==> src/rtl/dsp_multiply_saturate_unit_top_defines.svh <==
// assertion macros shared by the dsp multiply-saturate unit
`ifndef DSP_MULTIPLY_SATURATE_UNIT_TOP_DEFINES_SVH
`define DSP_MULTIPLY_SATURATE_UNIT_TOP_DEFINES_SVH

// same-cycle implication, disabled while reset is low
`define DMSU_ASSERT_NOW(label, clk, rst_n, ante, cons) \
    label: assert property (@(posedge clk) disable iff (!rst_n) (ante) |-> (cons)) \
        else $error("dmsu assertion failed");

// next-cycle implication, disabled while reset is low
`define DMSU_ASSERT_NEXT(label, clk, rst_n, ante, cons) \
    label: assert property (@(posedge clk) disable iff (!rst_n) (ante) |=> (cons)) \
        else $error("dmsu assertion failed");

`endif

==> src/rtl/dmsu_pkg.sv <==
// types and operation codes of the dsp multiply-saturate unit
package dmsu_pkg;

    // operation codes
    typedef enum logic [3:0] {
        OP_SMLAXY  = 4'd0,
        OP_SMLAWY  = 4'd1,
        OP_SMULWY  = 4'd2,
        OP_SMLALXY = 4'd3,
        OP_SMULXY  = 4'd4,
        OP_QADD    = 4'd5,
        OP_QSUB    = 4'd6,
        OP_QDADD   = 4'd7,
        OP_QDSUB   = 4'd8,
        OP_CLZ     = 4'd9
    } t_op;

    // one instruction
    typedef struct packed {
        logic [3:0]  operation;
        logic        select_x;
        logic        select_y;
        logic [31:0] value_m;
        logic [31:0] value_s;
        logic [31:0] value_n;
        logic [31:0] value_high;
        logic        condition_passed;
    } t_in_item;

    // one result
    typedef struct packed {
        logic [31:0] result_main;
        logic [31:0] result_low;
        logic        write_main;
        logic        write_low;
        logic        saturated_now;
        logic        q_flag;
    } t_out_item;

    // datapath result before the sticky flag is merged
    typedef struct packed {
        logic [31:0] result_main;
        logic [31:0] result_low;
        logic        write_main;
        logic        write_low;
        logic        saturated_now;
    } t_exec_res;

endpackage

==> src/rtl/dmsu_if.sv <==
// valid/ready channels for instructions and results
interface dmsu_in_if
    import dmsu_pkg::*;
();
    logic     valid;
    logic     ready;
    t_in_item payload;

    modport source (output valid, output payload, input ready);
    modport sink (input valid, input payload, output ready);
endinterface

interface dmsu_out_if
    import dmsu_pkg::*;
();
    logic      valid;
    logic      ready;
    t_out_item payload;

    modport source (output valid, output payload, input ready);
    modport sink (input valid, input payload, output ready);
endinterface

==> src/rtl/dsp_multiply_saturate_unit_top.sv <==
// top level of the dsp multiply-saturate unit
// Executes the ARMv5TE DSP instructions (SMLAxy, SMLAWy, SMULWy, SMLALxy,
// SMULxy, QADD, QSUB, QDADD, QDSUB, CLZ) and keeps the sticky Q flag, which
// each result reports as it stands after that instruction. An instruction
// transfers on i_in and its result reaches o_out through the input register
// and then the result register; one instruction is taken every cycle while
// o_out keeps up. One 32x16 multiplier and the 64-bit accumulate adder lie
// between the two registers. A failed condition or an unknown
// operation code still yields a result, with both writes and saturated_now low
// and q_flag showing the unchanged sticky Q.
module dsp_multiply_saturate_unit_top
    import dmsu_pkg::*;
(
    input  logic       i_clk,
    input  logic       i_rst_n,
    dmsu_in_if.sink    i_in,
    dmsu_out_if.source o_out
);

`include "dsp_multiply_saturate_unit_top_defines.svh"

    logic      s1_valid;
    t_in_item  s1_item;
    t_exec_res ex_res;
    logic      s2_ready;
    logic      sticky_q;

    // input register
    dmsu_in_stage u_in_stage (
        .i_clk   (i_clk),
        .i_rst_n (i_rst_n),
        .i_in    (i_in),
        .i_ready (s2_ready),
        .o_valid (s1_valid),
        .o_item  (s1_item)
    );

    // datapath
    dmsu_exec u_exec (
        .i_item (s1_item),
        .o_res  (ex_res)
    );

    // result register
    dmsu_out_stage u_out_stage (
        .i_clk      (i_clk),
        .i_rst_n    (i_rst_n),
        .i_valid    (s1_valid),
        .i_res      (ex_res),
        .o_ready    (s2_ready),
        .o_out      (o_out),
        .o_sticky_q (sticky_q)
    );

    // sticky q never clears
    `DMSU_ASSERT_NEXT(a_q_sticky, i_clk, i_rst_n, sticky_q, sticky_q)
    // a saturating result always reports q set
    `DMSU_ASSERT_NOW(a_sat_sets_q, i_clk, i_rst_n,
        o_out.valid && o_out.payload.saturated_now, o_out.payload.q_flag)
    // low word writes only with a non-saturating main write
    `DMSU_ASSERT_NOW(a_low_with_main, i_clk, i_rst_n,
        o_out.valid && o_out.payload.write_low,
        o_out.payload.write_main && !o_out.payload.saturated_now)

endmodule

==> src/rtl/dmsu_in_stage.sv <==
// input register stage: captures one instruction per transfer
module dmsu_in_stage
    import dmsu_pkg::*;
(
    input  logic       i_clk,
    input  logic       i_rst_n,
    dmsu_in_if.sink    i_in,
    input  logic       i_ready,
    output logic       o_valid,
    output t_in_item   o_item
);

    logic     r_valid;
    t_in_item r_item;

    // stage frees when empty or when the result stage takes it
    assign i_in.ready = !r_valid || i_ready;

    // control
    always_ff @(posedge i_clk) begin
        if (!i_rst_n) begin
            r_valid <= 1'b0;
        end else if (i_in.ready) begin
            r_valid <= i_in.valid;
        end
    end

    // payload
    always_ff @(posedge i_clk) begin
        if (i_in.valid && i_in.ready) begin
            r_item <= i_in.payload;
        end
    end

    assign o_valid = r_valid;
    assign o_item  = r_item;

endmodule

==> src/rtl/dmsu_exec.sv <==
// combinational datapath: halfword multiplies, saturating adds, leading zero count
module dmsu_exec
    import dmsu_pkg::*;
(
    input  t_in_item  i_item,
    output t_exec_res o_res
);

    localparam logic [31:0] SAT_MAX = 32'h7fff_ffff;
    localparam logic [31:0] SAT_MIN = 32'h8000_0000;
    localparam logic [5:0]  CLZ_ZERO = 6'd32;

    // leading zeros by halving search, zero source handled outside
    function automatic logic [5:0] f_clz(input logic [31:0] v);
        logic [31:0] w;
        logic [5:0]  n;
        w = v;
        n = 6'd0;
        if (w[31:16] == 16'd0) begin n = n + 6'd16; w = {w[15:0], 16'd0}; end
        if (w[31:24] == 8'd0)  begin n = n + 6'd8;  w = {w[23:0], 8'd0};  end
        if (w[31:28] == 4'd0)  begin n = n + 6'd4;  w = {w[27:0], 4'd0};  end
        if (w[31:30] == 2'd0)  begin n = n + 6'd2;  w = {w[29:0], 2'd0};  end
        if (!w[31])            begin n = n + 6'd1;                        end
        return n;
    endfunction

    logic signed [15:0] hs;
    logic signed [15:0] hm;
    logic signed [31:0] mul_a;
    logic signed [47:0] prod;
    logic        [31:0] prod_lo;
    logic        [31:0] prod_w;
    logic        [31:0] acc_add;
    logic        [32:0] acc_sum;
    logic               acc_ovf;
    logic        [63:0] long_sum;
    logic               dbl_ovf;
    logic        [31:0] dbl_val;
    logic        [31:0] q_b;
    logic               q_sub;
    logic        [32:0] q_sum;
    logic               q_ovf;
    logic        [31:0] q_res;
    logic               wide_op;
    logic               dbl_op;

    // halfword selection
    assign hs = i_item.select_y ? i_item.value_s[31:16] : i_item.value_s[15:0];
    assign hm = i_item.select_x ? i_item.value_m[31:16] : i_item.value_m[15:0];

    // one shared 32x16 signed multiplier; word forms use all of rm
    assign wide_op = (i_item.operation == OP_SMLAWY) || (i_item.operation == OP_SMULWY);
    assign mul_a   = wide_op ? $signed(i_item.value_m) : 32'(hm);
    assign prod    = mul_a * hs;
    assign prod_lo = prod[31:0];
    assign prod_w  = prod[47:16];

    // 32-bit accumulate with signed overflow detect
    assign acc_add = wide_op ? prod_w : prod_lo;
    assign acc_sum = {acc_add[31], acc_add} + {i_item.value_n[31], i_item.value_n};
    assign acc_ovf = acc_sum[32] ^ acc_sum[31];

    // 64-bit accumulate for the long form
    assign long_sum = {i_item.value_high, i_item.value_n} + {{32{prod_lo[31]}}, prod_lo};

    // doubling of rn with saturation
    assign dbl_op  = (i_item.operation == OP_QDADD) || (i_item.operation == OP_QDSUB);
    assign dbl_ovf = i_item.value_n[31] ^ i_item.value_n[30];
    assign dbl_val = dbl_ovf ? (i_item.value_n[31] ? SAT_MIN : SAT_MAX)
                             : {i_item.value_n[30:0], 1'b0};
    assign q_b     = dbl_op ? dbl_val : i_item.value_n;

    // saturating add or subtract
    assign q_sub = (i_item.operation == OP_QSUB) || (i_item.operation == OP_QDSUB);
    assign q_sum = q_sub ? ({i_item.value_m[31], i_item.value_m} - {q_b[31], q_b})
                         : ({i_item.value_m[31], i_item.value_m} + {q_b[31], q_b});
    assign q_ovf = q_sum[32] ^ q_sum[31];
    assign q_res = q_ovf ? (q_sum[32] ? SAT_MIN : SAT_MAX) : q_sum[31:0];

    // result selection by operation
    always_comb begin
        o_res = '0;
        if (i_item.condition_passed) begin
            case (i_item.operation)
                OP_SMLAXY, OP_SMLAWY: begin
                    o_res.result_main   = acc_sum[31:0];
                    o_res.write_main    = 1'b1;
                    o_res.saturated_now = acc_ovf;
                end
                OP_SMULWY: begin
                    o_res.result_main = prod_w;
                    o_res.write_main  = 1'b1;
                end
                OP_SMULXY: begin
                    o_res.result_main = prod_lo;
                    o_res.write_main  = 1'b1;
                end
                OP_SMLALXY: begin
                    o_res.result_main = long_sum[63:32];
                    o_res.result_low  = long_sum[31:0];
                    o_res.write_main  = 1'b1;
                    o_res.write_low   = 1'b1;
                end
                OP_QADD, OP_QSUB, OP_QDADD, OP_QDSUB: begin
                    o_res.result_main   = q_res;
                    o_res.write_main    = 1'b1;
                    o_res.saturated_now = q_ovf || (dbl_op && dbl_ovf);
                end
                OP_CLZ: begin
                    o_res.result_main = {26'd0, (i_item.value_m == 32'd0)
                                                ? CLZ_ZERO : f_clz(i_item.value_m)};
                    o_res.write_main  = 1'b1;
                end
                default: begin
                    o_res = '0;
                end
            endcase
        end
    end

endmodule

==> src/rtl/dmsu_out_stage.sv <==
// result register stage and sticky q flag
module dmsu_out_stage
    import dmsu_pkg::*;
(
    input  logic       i_clk,
    input  logic       i_rst_n,
    input  logic       i_valid,
    input  t_exec_res  i_res,
    output logic       o_ready,
    dmsu_out_if.source o_out,
    output logic       o_sticky_q
);

    logic      r_valid;
    logic      r_q;
    t_out_item r_item;
    logic      n_q;
    logic      load;

    // result register frees when empty or when its result transfers
    assign o_ready = !r_valid || o_out.ready;
    assign load    = i_valid && o_ready;

    // q is set by any saturating operation and never cleared
    assign n_q = r_q || (load && i_res.saturated_now);

    // control
    always_ff @(posedge i_clk) begin
        if (!i_rst_n) begin
            r_valid <= 1'b0;
            r_q     <= 1'b0;
        end else begin
            if (o_ready) begin
                r_valid <= i_valid;
            end
            r_q <= n_q;
        end
    end

    // payload
    always_ff @(posedge i_clk) begin
        if (load) begin
            r_item <= {i_res.result_main, i_res.result_low, i_res.write_main,
                       i_res.write_low, i_res.saturated_now, n_q};
        end
    end

    assign o_out.valid   = r_valid;
    assign o_out.payload = r_item;
    assign o_sticky_q    = r_q;

endmodule

==> src/flat_wrapper.sv <==
// flat-port wrapper written by rule: the top's interface ports become plain ports
module dsp_multiply_saturate_unit_top_flat import dmsu_pkg::*;
  (i_clk, i_rst_n, i_in_valid, i_in_payload, i_in_ready, o_out_valid, o_out_payload, o_out_ready);
  dmsu_in_if i_in_i ();
  dmsu_out_if o_out_i ();
  input  logic i_clk;
  input  logic i_rst_n;
  input wire logic [$bits(i_in_i.valid)-1:0] i_in_valid;
  input wire logic [$bits(i_in_i.payload)-1:0] i_in_payload;
  output wire logic [$bits(i_in_i.ready)-1:0] i_in_ready;
  output wire logic [$bits(o_out_i.valid)-1:0] o_out_valid;
  output wire logic [$bits(o_out_i.payload)-1:0] o_out_payload;
  input wire logic [$bits(o_out_i.ready)-1:0] o_out_ready;
  assign i_in_i.valid = i_in_valid;
  assign i_in_i.payload = i_in_payload;
  assign i_in_ready = i_in_i.ready;
  assign o_out_valid = o_out_i.valid;
  assign o_out_payload = o_out_i.payload;
  assign o_out_i.ready = o_out_ready;
  dsp_multiply_saturate_unit_top u_core (.i_clk(i_clk), .i_rst_n(i_rst_n), .i_in(i_in_i), .o_out(o_out_i));
endmodule
==> config.mk <==
export PLATFORM = sky130hd
export DESIGN_NAME = dsp_multiply_saturate_unit_top_flat
export DESIGN_NICKNAME = d
export VERILOG_FILES = /design/src/rtl/dmsu_pkg.sv /design/src/rtl/dmsu_if.sv /design/src/rtl/dsp_multiply_saturate_unit_top.sv /design/src/rtl/dmsu_in_stage.sv /design/src/rtl/dmsu_exec.sv /design/src/rtl/dmsu_out_stage.sv /design/src/flat_wrapper.sv
export VERILOG_INCLUDE_DIRS = /design/src /design/src/rtl
export SDC_FILE = /design/constraint.sdc
export NUM_CORES = 2
export LEC_CHECK = 0
export ABC_AREA = 1
export BUFFER_PORTS_ARGS = -buffer_cell sky130_fd_sc_hd__buf_2
export CAP_MARGIN = 30
export CORE_ASPECT_RATIO = 0.7
export CORE_MARGIN = 3
export CORE_UTILIZATION = 50
export CTS_BUF_LIST = sky130_fd_sc_hd__clkbuf_8
export DETAILED_ROUTE_END_ITERATION = 8
export HOLD_SLACK_MARGIN = 0.08
export PLACE_DENSITY = 0.67
export SLEW_MARGIN = 20
export SYNTH_ARGS = -nofsm -noshare
export SYNTH_HDL_FRONTEND = slang
export SYNTH_SLANG_ARGS = --single-unit
==> constraint.sdc <==
create_clock -name i_clk -period 18.7 [get_ports i_clk]
set_input_delay 3.74 -clock i_clk [delete_from_list [all_inputs] [get_ports i_clk]]
set_output_delay 3.74 -clock i_clk [all_outputs]
set_load 0.1 [all_outputs]
==> out/results.ini <==
[timing]
rsz0062_at_grt = false
period_share_pct = 71.5
worst_slew_pin_slew_ns = 1.14
finalSetupTns_ns = 0
timing.final.crit_period_ns = 13.37
hold_viol_final = 0
setup_viol = 0
slew_headroom_pct = 23.5
slew_violations = 0
fmaxAchievable_mhz = 74.8
fin_worst_skew_ns = 0.0280

[final_layout]
fillerInstances = 6847
syn2layout_area_growth_pct = 8.20
final_util_pct = 55.4
layout_commonest_cell = nand2_1
multiInputGateArea_sq_um = 25900
design_area_sq_um = 39200
fin_nets = 5875
drive_above_1_share_pct = 7.98
ff_latch_area_sq_um = 6160
layout_common_cells = nand2_1 (1022), inv_1 (966), nor2_1 (545)

[global_routing]
gr-usage-met3_pct = 16.8
grt_max_degree = 81
grt-ovfl-total = 0
met1_usage_pct = 61.9
busiest_layer = met1
grt_pass1_vias = 32600
grt_util_all_layers_pct = 38.8
met2_usage_pct = 47.3
antenna_found_initial = 13
grt_pass1_wl_microns = 216000

[drt]
wl_microns = 147000
drcViolationCount = 0
ant_nets = 0
first_iter_violations = 4581
num_vias = 34600
viasPerCell = 5.78
dr.pass1.iters = 7
wl_per_cell_microns = 24.5

[floorplanning]
rows = 81
ios = 209
fp.dieH_microns = 231
die_area_sq_um = 75800
initial_core_util_pct = 51.2
core_area_sq_um = 70800
die_x_microns = 328

[yosys]
yosysSeqAreaShare_pct = 17.0
synth_area_sq_um = 36300
synth-edff-count = 203
synth-simple-area-share_pct = 21.6
synthXorXnorAreaFrac_pct = 2.58
ys.flop_type = edfxtp_1
synthCells = 4820
synth-async-reset-ratio_pct = 0
synth_fa_ha_area_share_pct = 35.5
synth_compound_area_share_pct = 11.7
yosys_warnings = 0
synthMuxAreaShare_pct = 0.0276
avgSynthCellArea_sq_um = 7.52
synthesis.nets = 5694
synth.distinct_cells = 51
synth-seq-cells = 206
synth_top_family_by_area = adder cells

[cts]
clk_path_buf_depth = 3
cts-htree-levels = 2
clock_sinks = 206
cts-hold-fix-buffers = 0
cts_root_buf = clkbuf_8
cts_inserted_buffers = 36
cts_resized = 0
clk_latency_ns = 0.64
post_cts_buffers = 0
clk_pin_slew_worst_paths_ns = 0.06
cts_tree = yes

[critical_path]
reg2reg_to = u_core.u_out_stage.o_out.payload[63]
cp_top_family = simple AND/OR/NAND/NOR gates
critPathLaunchType = flip-flop
cp.depth = 45
cp_slowest_cell = nor4_1
cp_data_arrival_time_ns = 13.69
cp_max_fo = 53
reg2regPathDepth = 45
worstSetupPathType = flip-flop to flip-flop
ff2ff_setup_slack_ns = 5.33
cpPeakStageDelay_ns = 0.76
critPathBufInv = 15
crit-reg2reg-launch = u_core.u_in_stage.o_item[134]
required_ns = 19.03
cp-end-kind = flip-flop

[flow_run]
cap_violations = 0

[place]
io_buffer_count = 208
gp_congestion = 1.10
dpl.hpwl_microns = 123000
place_area_sq_um = 38400

[min_path]
hold_class = flip-flop to flip-flop
holdPathStages = 2
min_to = u_core.u_out_stage.o_sticky_q
min-delay-start = u_core.u_out_stage.o_sticky_q

[outcome]
status = finished clean

-- metal layers --
layer,routed length [microns],share of wire [%]
met5,26,0.018
met2,51900,35
met4,2910,2.0
met3,24500,17
met1,67300,46
-- worst max path at each step --
stage	start	end
floorplan	u_core.u_in_stage.o_item[134]	u_core.u_out_stage.o_out.payload[53]
global placement	u_core.u_in_stage.o_item[134]	u_core.u_out_stage.o_out.payload[63]
detailed placement	u_core.u_in_stage.o_item[134]	u_core.u_out_stage.o_out.payload[65]
CTS	u_core.u_in_stage.o_item[134]	u_core.u_out_stage.o_out.payload[65]
global route	u_core.u_in_stage.o_item[134]	u_core.u_out_stage.o_out.payload[62]
finish	u_core.u_in_stage.o_item[134]	u_core.u_out_stage.o_out.payload[63]
-- sequential cells by signal (all words and copies together) (netlist names) --
| signal | count |
|---|---|
| u_core.u_in_stage.o_item | 135 |
| u_core.u_in_stage.o_valid | 1 |
| u_core.u_out_stage.o_out.payload | 68 |
| u_core.u_out_stage.o_out.valid | 1 |
| u_core.u_out_stage.o_sticky_q | 1 |
-- worst register-to-register path, delay by kind of cell, from the launching register on --
kind	cells	cell delay, ns
buffers and inverters	15	2.87
and+or+nand+nor	20	5.27
AOI/OAI and AO/OA	2	0.35
DFF	1	0.46
adders and majority gates	8	4.17
-- cells in the mapped netlist (all sizes together), types with 20 or more instances --
| library cell | number | area [sq um] |
|---|---|---|
| a21o | 27 | 203 |
| a21oi | 307 | 1540 |
| a31oi | 37 | 231 |
| buf | 20 | 161 |
| clkbuf | 88 | 330 |
| clkinv | 23 | 86.3 |
| edfxtp | 203 | 6100 |
| fa | 489 | 9790 |
| ha | 246 | 3080 |
| inv | 973 | 3650 |
| nand2 | 1030 | 3910 |
| nand3 | 181 | 931 |
| nand4 | 27 | 169 |
| nor2 | 553 | 2090 |
| nor3 | 26 | 153 |
| o21ai | 298 | 1530 |
| o21bai | 28 | 210 |
| or2 | 47 | 294 |
| xnor2 | 34 | 298 |
| xor2 | 73 | 639 |
-- through the flow --
step	setup WS, ns	hold slack, ns	std cells
after floorplan	9.50	0.434	4820
after global placement	5.48	0.444	5912
after detailed placement	6.01	0.448	5915
after CTS	5.97	0.459	5977
after global routing	4.88	0.491	5979
final	5.33	0.464	5989
-- logic make-up (layout without fill, tap and decap cells) --
kind of cell    after synthesis  count (layout)
simple gates               1904            1904
buf+inv                    1104            1309
compound gates              763             763
fa+ha+maj                   735             735
flops                       206             206
xor+xnor                    107             107
mux                           1               1
other cells                   0              10
-- layout make-up --
class	instances	share of cell area (%)
Sequential cell	206	15.7
Multi-Input combinational cell	3510	66.1
Inverter	996	9.54
Tap cell	954	3.04
Clock inverter	26	0.609
Antenna cell	10	0.0638
Timing Repair Buffer	251	3.67
Clock buffer	36	1.26
Power is not shown: default switching activity piles up to over one toggle a cycle in this logic, so the estimate is an artifact.
